===== config.mk =====
export PLATFORM = sky130hd
export DESIGN_NAME = ws2812_pixel_duty_encoder
export DESIGN_NICKNAME = d
export VERILOG_FILES = /design/src/wpde_pkg.sv /design/src/wpde_csr.sv /design/src/wpde_front.sv /design/src/wpde_queue.sv /design/src/wpde_back.sv /design/src/ws2812_pixel_duty_encoder.sv
export SDC_FILE = /design/constraint.sdc
export NUM_CORES = 2
export LEC_CHECK = 0
export BUFFER_PORTS_ARGS = -buffer_cell sky130_fd_sc_hd__buf_2
export CORE_ASPECT_RATIO = 1.2
export CORE_MARGIN = 1
export CORE_UTILIZATION = 45
export DETAILED_ROUTE_END_ITERATION = 12
export MAX_ROUTING_LAYER = met4
export PLACE_DENSITY = 0.61
export SLEW_MARGIN = 20
export SYNTH_ARGS = -nofsm -noshare
export SYNTH_HDL_FRONTEND = slang
export SYNTH_SLANG_ARGS = --single-unit

===== constraint.sdc =====
create_clock -name clock -period 13.84 [get_ports clock]
set_clock_uncertainty 0.05 [all_clocks]
set_input_delay 2.768 -clock clock [delete_from_list [all_inputs] [get_ports clock]]
set_output_delay 2.768 -clock clock [all_outputs]
set_load 0.1 [all_outputs]

===== src/wpde_pkg.sv =====
// wpde_pkg: shared types and constants for the ws2812 pixel duty encoder
// no dependencies; every other file of the block refers to it by scoped names

package wpde_pkg;

   // field widths
   localparam int CODE_W  = 10;
   localparam int INDEX_W = 10;
   localparam int COLOR_W = 24;
   localparam int PCT_W   = 8;
   localparam int SLOT_W  = 5;

   // csr map: byte address width, register indexes and reset values
   localparam int CSR_ADDR_W = 4;
   localparam int CSR_DATA_W = 32;
   localparam logic [1:0] REG_HIGH_CODE = 2'd0;
   localparam logic [1:0] REG_LOW_CODE  = 2'd1;
   localparam logic [1:0] REG_LED_COUNT = 2'd2;
   localparam logic [CODE_W-1:0]  HIGH_CODE_RST = 10'd240;
   localparam logic [CODE_W-1:0]  LOW_CODE_RST  = 10'd102;
   localparam logic [INDEX_W-1:0] LED_COUNT_RST = 10'd80;

   // floor(x / 100) for x < 2^16 as (x * 83887) >> 23
   localparam int RECIP_W = 17;
   localparam logic [RECIP_W-1:0] RECIP_MULT = 17'd83887;
   localparam int RECIP_SHIFT = 23;

   // last slot of a pixel (blue lsb)
   localparam logic [SLOT_W-1:0] SLOT_LAST = 5'd23;

   // configuration seen by front and back
   typedef struct packed {
      logic [CODE_W-1:0]  high_code;
      logic [CODE_W-1:0]  low_code;
      logic [INDEX_W-1:0] led_count;
   } cfg_type;

   // one scaled pixel waiting for serialization
   typedef struct packed {
      logic [INDEX_W-1:0] pixel_index;
      logic [COLOR_W-1:0] grb;
   } entry_type;

   // write side of the pixel queue
   typedef struct packed {
      logic      valid;
      entry_type entry;
   } push_type;

endpackage


===== src/wpde_csr.sv =====
// wpde_csr: apb register file holding high_code, low_code and led_count
// depends on wpde_pkg

module wpde_csr (
   input  logic                                clock,
   input  logic                                reset,
   input  logic                                csr_psel,
   input  logic                                csr_penable,
   input  logic                                csr_pwrite,
   input  logic [wpde_pkg::CSR_ADDR_W-1:0]     csr_paddr,
   input  logic [wpde_pkg::CSR_DATA_W-1:0]     csr_pwdata,
   output logic [wpde_pkg::CSR_DATA_W-1:0]     csr_prdata,
   output logic                                csr_pready,
   output wpde_pkg::cfg_type                   cfg
);

   logic [wpde_pkg::CODE_W-1:0]  high_ff, high_in;
   logic [wpde_pkg::CODE_W-1:0]  low_ff, low_in;
   logic [wpde_pkg::INDEX_W-1:0] count_ff, count_in;
   logic [1:0]                   reg_index;
   logic                         wr_en;

   assign reg_index  = csr_paddr[3:2];
   assign wr_en      = csr_psel & csr_penable & csr_pwrite & csr_pready;
   assign csr_pready = 1'b1;

   // write decode
   always_comb begin
      high_in  = high_ff;
      low_in   = low_ff;
      count_in = count_ff;
      if (wr_en) begin
         unique case (reg_index)
            wpde_pkg::REG_HIGH_CODE: high_in  = csr_pwdata[wpde_pkg::CODE_W-1:0];
            wpde_pkg::REG_LOW_CODE:  low_in   = csr_pwdata[wpde_pkg::CODE_W-1:0];
            wpde_pkg::REG_LED_COUNT: count_in = csr_pwdata[wpde_pkg::INDEX_W-1:0];
            default: ;
         endcase
      end
   end

   always_ff @(posedge clock) begin
      if (reset) begin
         high_ff  <= wpde_pkg::HIGH_CODE_RST;
         low_ff   <= wpde_pkg::LOW_CODE_RST;
         count_ff <= wpde_pkg::LED_COUNT_RST;
      end else begin
         high_ff  <= high_in;
         low_ff   <= low_in;
         count_ff <= count_in;
      end
   end

   // read mux
   always_comb begin
      unique case (reg_index)
         wpde_pkg::REG_HIGH_CODE: csr_prdata = 32'(high_ff);
         wpde_pkg::REG_LOW_CODE:  csr_prdata = 32'(low_ff);
         wpde_pkg::REG_LED_COUNT: csr_prdata = 32'(count_ff);
         default:                 csr_prdata = '0;
      endcase
   end

   assign cfg.high_code = high_ff;
   assign cfg.low_code  = low_ff;
   assign cfg.led_count = count_ff;

endmodule


===== src/wpde_front.sv =====
// wpde_front: accepts pixel requests, drops out-of-range indices and scales
// the three channels by brightness in a two-stage multiply pipeline; uses wpde_pkg

module wpde_front #(
   parameter int QUEUE_DEPTH = 2,
   localparam int CNT_W = $clog2(QUEUE_DEPTH + 1)
) (
   input  logic                              clock,
   input  logic                              reset,
   input  logic                              start,
   output logic                              busy,
   input  logic [wpde_pkg::INDEX_W-1:0]      req_chain_pos,
   input  logic [wpde_pkg::COLOR_W-1:0]      req_color,
   input  logic [wpde_pkg::PCT_W-1:0]        req_brightness,
   input  wpde_pkg::cfg_type                 cfg,
   input  logic [CNT_W-1:0]                  q_count,
   output wpde_pkg::push_type                push
);

   localparam int OCC_W  = $clog2(QUEUE_DEPTH + 3);
   localparam int PROD_W = 16;
   localparam int WIDE_W = PROD_W + wpde_pkg::RECIP_W;

   logic                          accept;
   logic [OCC_W-1:0]              occupancy;
   logic [7:0]                    chan[3];
   logic [PROD_W-1:0]             s1_prod_in[3];
   logic [WIDE_W-1:0]             wide[3];
   logic [9:0]                    s2_quot_in[3];
   logic [7:0]                    sat[3];

   logic                          s1_valid_ff, s1_valid_in;
   logic [wpde_pkg::INDEX_W-1:0]  s1_index_ff;
   logic [PROD_W-1:0]             s1_prod_ff[3];
   logic                          s2_valid_ff;
   logic [wpde_pkg::INDEX_W-1:0]  s2_index_ff;
   logic [9:0]                    s2_quot_ff[3];

   // pixels in flight plus queued pixels bound what may still be taken
   assign occupancy = OCC_W'(s1_valid_ff) + OCC_W'(s2_valid_ff) + OCC_W'(q_count);
   assign busy      = (occupancy >= OCC_W'(QUEUE_DEPTH));
   assign accept    = start & ~busy;
   assign s1_valid_in = accept & (req_chain_pos < cfg.led_count);

   // channels in grb order
   assign chan[0] = req_color[15:8];
   assign chan[1] = req_color[23:16];
   assign chan[2] = req_color[7:0];

   // stage 1: channel times percent
   always_comb begin
      for (int k = 0; k < 3; k++) begin
         s1_prod_in[k] = PROD_W'(chan[k]) * PROD_W'(req_brightness);
      end
   end

   // stage 2: divide by one hundred through the reciprocal
   always_comb begin
      for (int k = 0; k < 3; k++) begin
         wide[k] = WIDE_W'(s1_prod_ff[k]) * WIDE_W'(wpde_pkg::RECIP_MULT);
         s2_quot_in[k] = wide[k][wpde_pkg::RECIP_SHIFT +: 10];
      end
   end

   always_ff @(posedge clock) begin
      if (reset) begin
         s1_valid_ff <= 1'b0;
         s2_valid_ff <= 1'b0;
      end else begin
         s1_valid_ff <= s1_valid_in;
         s2_valid_ff <= s1_valid_ff;
      end
   end

   always_ff @(posedge clock) begin
      s1_index_ff <= req_chain_pos;
      s2_index_ff <= s1_index_ff;
      for (int k = 0; k < 3; k++) begin
         s1_prod_ff[k] <= s1_prod_in[k];
         s2_quot_ff[k] <= s2_quot_in[k];
      end
   end

   // saturate to eight bits and hand to the queue
   always_comb begin
      for (int k = 0; k < 3; k++) begin
         sat[k] = (s2_quot_ff[k] > 10'd255) ? 8'hFF : s2_quot_ff[k][7:0];
      end
   end

   assign push.valid             = s2_valid_ff;
   assign push.entry.pixel_index = s2_index_ff;
   assign push.entry.grb         = {sat[0], sat[1], sat[2]};

endmodule


===== src/wpde_queue.sv =====
// wpde_queue: short fifo of scaled pixels between front and back
// depends on wpde_pkg; never written when full, since the front holds off requests

module wpde_queue #(
   parameter int QUEUE_DEPTH = 2,
   localparam int CNT_W = $clog2(QUEUE_DEPTH + 1)
) (
   input  logic                  clock,
   input  logic                  reset,
   input  wpde_pkg::push_type    push,
   input  logic                  pop,
   output wpde_pkg::entry_type   head,
   output logic                  not_empty,
   output logic [CNT_W-1:0]      count
);

   localparam int PTR_W = $clog2(QUEUE_DEPTH);

   wpde_pkg::entry_type  mem_ff[QUEUE_DEPTH];
   logic [PTR_W-1:0]     wr_ptr_ff, wr_ptr_in;
   logic [PTR_W-1:0]     rd_ptr_ff, rd_ptr_in;
   logic [CNT_W-1:0]     count_ff, count_in;
   logic                 do_pop;

   assign do_pop = pop & (count_ff != '0);

   // pointer and count update
   always_comb begin
      wr_ptr_in = wr_ptr_ff;
      rd_ptr_in = rd_ptr_ff;
      if (push.valid) begin
         wr_ptr_in = (wr_ptr_ff == PTR_W'(QUEUE_DEPTH - 1)) ? '0 : wr_ptr_ff + 1'b1;
      end
      if (do_pop) begin
         rd_ptr_in = (rd_ptr_ff == PTR_W'(QUEUE_DEPTH - 1)) ? '0 : rd_ptr_ff + 1'b1;
      end
      unique case ({push.valid, do_pop})
         2'b10:   count_in = count_ff + 1'b1;
         2'b01:   count_in = count_ff - 1'b1;
         default: count_in = count_ff;
      endcase
   end

   always_ff @(posedge clock) begin
      if (reset) begin
         wr_ptr_ff <= '0;
         rd_ptr_ff <= '0;
         count_ff  <= '0;
      end else begin
         wr_ptr_ff <= wr_ptr_in;
         rd_ptr_ff <= rd_ptr_in;
         count_ff  <= count_in;
      end
   end

   // storage
   always_ff @(posedge clock) begin
      if (push.valid) begin
         mem_ff[wr_ptr_ff] <= push.entry;
      end
   end

   assign head      = mem_ff[rd_ptr_ff];
   assign not_empty = (count_ff != '0);
   assign count     = count_ff;

endmodule


===== src/wpde_back.sv =====
// wpde_back: serializes one queued pixel into 24 duty codes, one per cycle
// depends on wpde_pkg

module wpde_back (
   input  logic                            clock,
   input  logic                            reset,
   input  wpde_pkg::cfg_type               cfg,
   input  wpde_pkg::entry_type             head,
   input  logic                            q_not_empty,
   output logic                            pop,
   output logic                            rsp_strobe,
   output logic [wpde_pkg::INDEX_W-1:0]    rsp_pixel_index,
   output logic [wpde_pkg::SLOT_W-1:0]     rsp_bit_slot,
   output logic [wpde_pkg::CODE_W-1:0]     rsp_duty_code,
   output logic                            rsp_last_code
);

   logic                          active_ff, active_in;
   logic [wpde_pkg::SLOT_W-1:0]   slot_ff, slot_in;
   logic [wpde_pkg::COLOR_W-1:0]  grb_ff, grb_in;
   logic [wpde_pkg::INDEX_W-1:0]  index_ff, index_in;
   logic                          at_last;

   assign at_last = (slot_ff == wpde_pkg::SLOT_LAST);

   // take the next pixel when idle or on the last slot of the current one
   assign pop = q_not_empty & (~active_ff | at_last);

   always_comb begin
      active_in = active_ff;
      slot_in   = slot_ff;
      grb_in    = grb_ff;
      index_in  = index_ff;
      if (pop) begin
         active_in = 1'b1;
         slot_in   = '0;
         grb_in    = head.grb;
         index_in  = head.pixel_index;
      end else if (active_ff) begin
         if (at_last) begin
            active_in = 1'b0;
         end else begin
            slot_in = slot_ff + 1'b1;
            grb_in  = {grb_ff[wpde_pkg::COLOR_W-2:0], 1'b0};
         end
      end
   end

   always_ff @(posedge clock) begin
      if (reset) begin
         active_ff <= 1'b0;
         slot_ff   <= '0;
      end else begin
         active_ff <= active_in;
         slot_ff   <= slot_in;
      end
   end

   always_ff @(posedge clock) begin
      grb_ff   <= grb_in;
      index_ff <= index_in;
   end

   // result port, msb of the shifting word picks the code
   assign rsp_strobe      = active_ff;
   assign rsp_pixel_index = index_ff;
   assign rsp_bit_slot    = slot_ff;
   assign rsp_duty_code   = grb_ff[wpde_pkg::COLOR_W-1] ? cfg.high_code : cfg.low_code;
   assign rsp_last_code   = at_last;

endmodule


===== src/ws2812_pixel_duty_encoder.sv =====
// ws2812_pixel_duty_encoder: top level joining csr, front, queue and back
// depends on wpde_pkg, wpde_csr, wpde_front, wpde_queue, wpde_back
//
// A pixel request is taken when start is high and busy is low. A request whose
// req_chain_pos is not below led_count is dropped when taken and gives no codes.
// A kept pixel is scaled in a two-stage multiply pipeline, waits in a queue of
// QUEUE_DEPTH entries, and comes out as 24 duty codes on consecutive cycles,
// green msb first and blue lsb last with rsp_last_code set. rsp_strobe marks
// each code for exactly one cycle and cannot be held off. The back end issues
// one code per cycle, and the codes of a pixel already queued follow those of
// the one before with no gap. busy rises while the pipeline and queue together
// hold QUEUE_DEPTH pixels. Registers sit at byte addresses 0 (high_code), 4 (low_code)
// and 8 (led_count) and should be written only while no pixel is in flight.

module ws2812_pixel_duty_encoder #(
   parameter int QUEUE_DEPTH = 2
) (
   input  logic                                clock,
   input  logic                                reset,
   input  logic                                start,
   output logic                                busy,
   input  logic [wpde_pkg::INDEX_W-1:0]        req_chain_pos,
   input  logic [wpde_pkg::COLOR_W-1:0]        req_color,
   input  logic [wpde_pkg::PCT_W-1:0]          req_brightness,
   output logic                                rsp_strobe,
   output logic [wpde_pkg::INDEX_W-1:0]        rsp_pixel_index,
   output logic [wpde_pkg::SLOT_W-1:0]         rsp_bit_slot,
   output logic [wpde_pkg::CODE_W-1:0]         rsp_duty_code,
   output logic                                rsp_last_code,
   input  logic                                csr_psel,
   input  logic                                csr_penable,
   input  logic                                csr_pwrite,
   input  logic [wpde_pkg::CSR_ADDR_W-1:0]     csr_paddr,
   input  logic [wpde_pkg::CSR_DATA_W-1:0]     csr_pwdata,
   output logic [wpde_pkg::CSR_DATA_W-1:0]     csr_prdata,
   output logic                                csr_pready
);

   localparam int CNT_W = $clog2(QUEUE_DEPTH + 1);

   wpde_pkg::cfg_type    cfg;
   wpde_pkg::push_type   push;
   wpde_pkg::entry_type  head;
   logic                 pop;
   logic                 q_not_empty;
   logic [CNT_W-1:0]     q_count;

   // configuration registers
   wpde_csr u_csr (
      .clock       (clock),
      .reset       (reset),
      .csr_psel    (csr_psel),
      .csr_penable (csr_penable),
      .csr_pwrite  (csr_pwrite),
      .csr_paddr   (csr_paddr),
      .csr_pwdata  (csr_pwdata),
      .csr_prdata  (csr_prdata),
      .csr_pready  (csr_pready),
      .cfg         (cfg)
   );

   // request intake and scaling
   wpde_front #(.QUEUE_DEPTH(QUEUE_DEPTH)) u_front (
      .clock          (clock),
      .reset          (reset),
      .start          (start),
      .busy           (busy),
      .req_chain_pos  (req_chain_pos),
      .req_color      (req_color),
      .req_brightness (req_brightness),
      .cfg            (cfg),
      .q_count        (q_count),
      .push           (push)
   );

   // pixel queue
   wpde_queue #(.QUEUE_DEPTH(QUEUE_DEPTH)) u_queue (
      .clock     (clock),
      .reset     (reset),
      .push      (push),
      .pop       (pop),
      .head      (head),
      .not_empty (q_not_empty),
      .count     (q_count)
   );

   // code serializer
   wpde_back u_back (
      .clock           (clock),
      .reset           (reset),
      .cfg             (cfg),
      .head            (head),
      .q_not_empty     (q_not_empty),
      .pop             (pop),
      .rsp_strobe      (rsp_strobe),
      .rsp_pixel_index (rsp_pixel_index),
      .rsp_bit_slot    (rsp_bit_slot),
      .rsp_duty_code   (rsp_duty_code),
      .rsp_last_code   (rsp_last_code)
   );

endmodule


=== Word-level counts from Yosys, hierarchy flattened ===
Memories as Yosys holds them, arrays and structs flattened. A register that Yosys moved wholly into a read port is not among the register bits.
Cells that the tools add are included.

* Add/sub/neg operators: 7
* Bitwise logic cells: 10
* Mux-type cells: 18
* Equal/unequal tests: 6
* $mul: 6
* Order comparisons: 5
* Reductions and logical operators: 10

{| class="wikitable"
|+ Operator list
! cell !! number
|-
| 16-bit by 17-bit multiplier with 33-bit output (second input constant) || 3
|-
| 24-bit two-way mux || 3
|-
| 8-bit by 8-bit multiplier with 16-bit output || 3
|-
| 10-bit by 8-bit greater-than comparator with 1-bit output (second input constant) || 3
|-
| 10-bit case mux with 3 select lines || 1
|-
| 8-bit two-way mux || 3
|-
| 10-bit < comparator || 1
|-
| 10-bit two-way mux || 1
|-
| 2-bit AND reduction || 5
|-
| 1-bit two-way mux || 9
|-
| 1-bit bitwise AND || 6
|-
| 2-bit nonzero test || 3
|-
| 5-bit by 1-bit adder with 5-bit output (second input constant) || 1
|-
| 5-bit equality test (second input constant) || 1
|-
| 2-bit by 1-bit equality test with 1-bit output (second input constant) || 2
|-
| 2-bit equality test (second input constant) || 2
|-
| 2-bit case mux with 2 select lines || 1
|-
| 3-bit by 2-bit adder with 3-bit output || 1
|-
| 3-bit by 2-bit greater-or-equal comparator with 1-bit output (second input constant) || 1
|-
| 1-bit inverter || 3
|-
| 1-bit adder (second input constant) || 2
|-
| 1-bit by 1-bit adder with 2-bit output || 1
|-
| 2-bit by 1-bit adder with 2-bit output (second input constant) || 1
|-
| 2-bit logical NOT || 1
|-
| other kinds (4) || 4
|}

* Output and inout port bits: 61
* RAM bits: 146
* Bits of input ports: 84
* Bits in registers: 96
* Memories kept: 3

{| class="wikitable"
|+ Memory list
! memory !! depth !! bits a word !! rd ports !! clocked after Yosys merged registers in !! write ports !! RTL line !! text
|-
| u_queue.mem_ff || 2 || 34 || 1 || 1 || 1 || wpde_queue.sv:19 || <nowiki>wpde_pkg::entry_type mem_ff[QUEUE_DEPTH];</nowiki>
|-
| u_front.s1_prod_ff || 3 || 16 || 3 || 0 || 3 || wpde_front.sv:34 || <nowiki>logic [PROD_W-1:0] s1_prod_ff[3];</nowiki>
|-
| u_front.s2_quot_ff || 3 || 10 || 3 || 0 || 3 || wpde_front.sv:37 || <nowiki>logic [9:0] s2_quot_ff[3];</nowiki>
|}

=== Longest topological paths before layout ===
* Word-level depth: 6
* Gate-level depth with buffers: 21

=== Modules after synthesis ===
A second synthesis with hierarchy kept.

* Cell total of the unflattened synthesis: 2759
* Area, all modules: 29061.6 µm²

{| class="wikitable"
|+ Modules (own cells, without submodules)
! module !! instances !! seq. area each (µm²) !! cells each !! area each (µm²)
|-
| wpde_front || 1 || 2001.9 || 2347 || 22912.0
|-
| wpde_queue || 1 || 2142.1 || 128 || 2651.3
|-
| wpde_back || 1 || 1141.1 || 106 || 1830.5
|-
| wpde_csr || 1 || 600.6 || 178 || 1667.8
|}

=== Least setup slack after synthesis ===
OpenSTA, ideal clock, no wires.

* Path kind: input -> output
* Start point: input port csr_paddr[2] in the netlist's numbering
* End point: output port csr_prdata[0] in the netlist's numbering
* Data required time: 11.022 ns
* Path slack: 5.303 ns
* Data arrival time: 5.719 ns
* Buffers on the path: 2
* Stages: 4
* Cell sequence: clkbuf_1 clkbuf_1 mux2i_1 o21ai_0

* Cells in the longest elaborated chain, start to end: 2
* Elaborated cells on any way between the ends: 4

{| class="wikitable"
|+ RTL lines
! item !! RTL line !! text
|-
| start: declaration || ws2812_pixel_duty_encoder.sv:33 || <nowiki>input logic [wpde_pkg::CSR_ADDR_W-1:0] csr_paddr,</nowiki>
|-
| 2-bit equality test (tied with other cells) || wpde_csr.sv:56 || <nowiki>unique case (reg_index)</nowiki>
|-
| 10-bit case mux with 3 select lines * || wpde_csr.sv:56 ||
|-
| end: declaration || ws2812_pixel_duty_encoder.sv:35 || <nowiki>output logic [wpde_pkg::CSR_DATA_W-1:0] csr_prdata,</nowiki>
|}

Mark *: on every way between the ends. The rest lies on a longest branch, timed or not.

=== Worst setup path in the final report ===
* Start point: input port csr_paddr[2] in the netlist's numbering
* End point: output port csr_prdata[8] in the netlist's numbering

The elaborated chain is that of the path after synthesis.

==> reports/qor.txt <==
======================================================================================================
Result of the run                                                                         complete, no violations
H-tree level count                                                                                   1
Starting density of the core                                                                     45.8%
Distinct cell type count after synthesis                                                            62
Required time of the critical path                                                            11020 ps
Final count of hold timing violations                                                                0
Number of global-route vias before repair                                                        20100
Drt drc                                                                                              0
Main area contributors after synthesis                                                    fa_1, ha_1, edfxtp_1
Number of pins with negative max-slew slack in the final report                                      0
Via count normalized by instance count                                                            4.94
Vertical die dimension                                                                     278 microns
Input/output buffers                                                                                97
Unrepaired setup endpoints after global routing                                                  false
Area delta synth->final                                                                          7.70%
Largest net degree at the start of global routing                                                   49
Total core area                                                                            62300 sq um
Ordered list of cells on the worst path                                                   buf_2, nor2b_1, nand2_1, o21ai_0, buf_2
Number of nets in the layout                                                                      3860
Post-CTS sizing                                                                                      0
Drt first pass iters                                                                                 4
Total half-perimeter wirelength after legalization and detailed placement                      47.1 mm
Nature of the critical path startpoint                                                    primary input
Highest attainable clock frequency                                                             138 MHz
Area occupied by multi-input gates                                                         19900 sq um
Primary flip-flop cell chosen by synthesis mapping                                             dfxtp_1
Share of cells above drive strength 1                                                            6.47%
Average cell area after synthesis                                                           10.3 sq um
Post-synth top area share                                                                        28.1%
Type of the tightest min-delay check                                                      flop to flop
Post-route antenna net violation count                                                               0
Gate family responsible for the most delay along the worst path                           simple AND/OR/NAND/NOR gates
Die span in x                                                                              232 microns
Total of flip-flops plus latches after synthesis                                                   243
FF+latch area                                                                               5890 sq um
Worst-path maximum fanout                                                                           19
Top-level I/O count                                                                                145
TritonCTS clock tree                                                                               yes
Root cell of the clock tree                                                                  clkbuf_16
CP max stage delay                                                                              650 ps
Netlist area before placement                                                              28500 sq um
Sum of negative setup slack                                                                       0 ps
Clock transition at the register clock pins on the worst setup and hold paths after CTS          60 ps
Leading post-synthesis cells by instance count                                            inv_1, ha_1, fa_1, nand2_1, dfxtp_1
Total GRT Usage                                                                                  18.4%
Critical path type                                                                        primary input to primary output
Clock Sink Count                                                                                   243
Most instantiated library cell after synthesis                                                   inv_1
Share of the clock period used by the worst path                                                 52.2%
Worst Hold Slack                                                                                255 ps
Placer's final routability congestion estimate                                                   0.875
Number of max-cap violations                                                                         0
Final setup violation count                                                                          0
Slowest stage cell on the critical path                                                        nor2b_1
Die footprint                                                                              64400 sq um
Buf+Inv Stages, Crit Path                                                                            2
Post-Place Setup Slack                                                                         6510 ps
Wire length of the first global-routing pass                                                   94.7 mm
Synth area leader                                                                                 fa_1
Top cell by count, worst path                                                                    buf_2
Cell area after placement                                                                  29800 sq um
Ys async rst share                                                                                  0%
Max clock buf depth                                                                                  3
CTS buffer count                                                                                    26
Count of buffers added by post-CTS timing repair for setup                                           0
Grt ovf                                                                                              0
Antenna violations before repair                                                                     1
Routed length per placed instance                                                         15.0 microns
Clock period minus final worst setup slack                                                     7230 ps
Total number of vias                                                                             18200
Cts hold-fix bufs                                                                                    0
Number of enable-type register cells in the synthesized netlist                                    102
Total Wirelength                                                                               55.5 mm
Nature of the critical path endpoint                                                      primary output
Post-synthesis cell count                                                                         2771
CP arrival                                                                                     4410 ps
Relative slew margins                                                                            29.9%
Register area share after synthesis                                                              20.6%
Count of filler cells inserted in the layout                                                      5732
Cell area after layout                                                                     30700 sq um
Final Worst Setup Slack                                                                        6610 ps
Clk Latency, worst-skew pair                                                                    570 ps
Measured slew at the worst slew-check pin                                                      1050 ps
DRC marker count from the first detailed-route iteration                                           572
Yosys Warn Count                                                                                     0
Std cell rows                                                                                      100
======================================================================================================
==> placed cells by master, fill, tap and decap left out, types with 47 or more instances in the layout <==
cell type / instances
fa_1: 400
buf_2: 97
inv_1: 665
o21ai_0: 47
nor2_1: 72
edfxtp_1: 102
nand2_1: 168
dfxtp_1: 140
a21oi_1: 102
ha_1: 519
and2_1: 114
==> layout make-up <==
type	count	area share (%)
sequential	243	19.2
clock inverter	18	0.611
multi-input combinational	1821	64.9
inverter	665	8.12
tap	816	3.32
timing repair buffer	100	1.65
clock buffer	30	2.27
antenna	1	0.00814
==> layer usage <==
layer | track usage, % | part of all wire, %
met1 | 22.7 | 45
met4 | 3.44 | 1.6
met2 | 32.9 | 51
met3 | 1.56 | 2.3
met5 | - | 0
==> through the flow <==
step           instances  util [%]
6_report            3694      49.3
5_1_grt             3694      49.3
4_1_cts             3693      49.3
3_5_place_dp        3645      47.9
3_3_place_gp        3645      47.9
2_1_floorplan       2792         -
==> final timing paths <==
check                                          startpoint                         to  slack (ps)  cells past startpoint
worst max-delay path                         csr_paddr[2]              csr_prdata[8]        6610                      5
worst min-delay path               u_front.s1_index_ff[6]     u_front.s2_index_ff[6]         250                      0
worst max register to register  u_front.s1_prod_ff[0][37]  u_front.s2_quot_ff[0][27]        7530                     19
worst min register to register     u_front.s1_index_ff[6]     u_front.s2_index_ff[6]         250                      0
==> cells by family after synthesis <==
logic type	count (synthesis)	synth area share [%]
buffers and inverters	728	9.88
DFF	243	20.6
xor gates and xnor gates	67	2.06
AOI/OAI and AO/OA	268	5.96
muxes	63	2.30
adders and majority gates	919	50.8
and+or+nand+nor	481	8.32
other	2	0.0263
==> flip-flops by register name (all words and copies together), names as in the netlist, named ones only <==
register and cells:
u_queue.mem_ff 68, u_csr.high_ff 10, u_csr.low_ff 10, u_front.s1_prod_ff 48, u_queue.rd_ptr_ff 1, u_queue.count 2
u_csr.count_ff 10, u_queue.wr_ptr_ff 1, u_back.grb_ff 24, u_back.rsp_pixel_index 10, u_front.s1_index_ff 10, u_front.s2_index_ff 10
u_front.s1_valid_ff 1, u_back.rsp_bit_slot 5, u_front.s2_quot_ff 30, u_back.rsp_strobe 1, u_front.s2_valid_ff 1
Power is left out: the tool's default activity adds up to more than one toggle a clock period on the data nets, which glitch-free logic cannot reach.
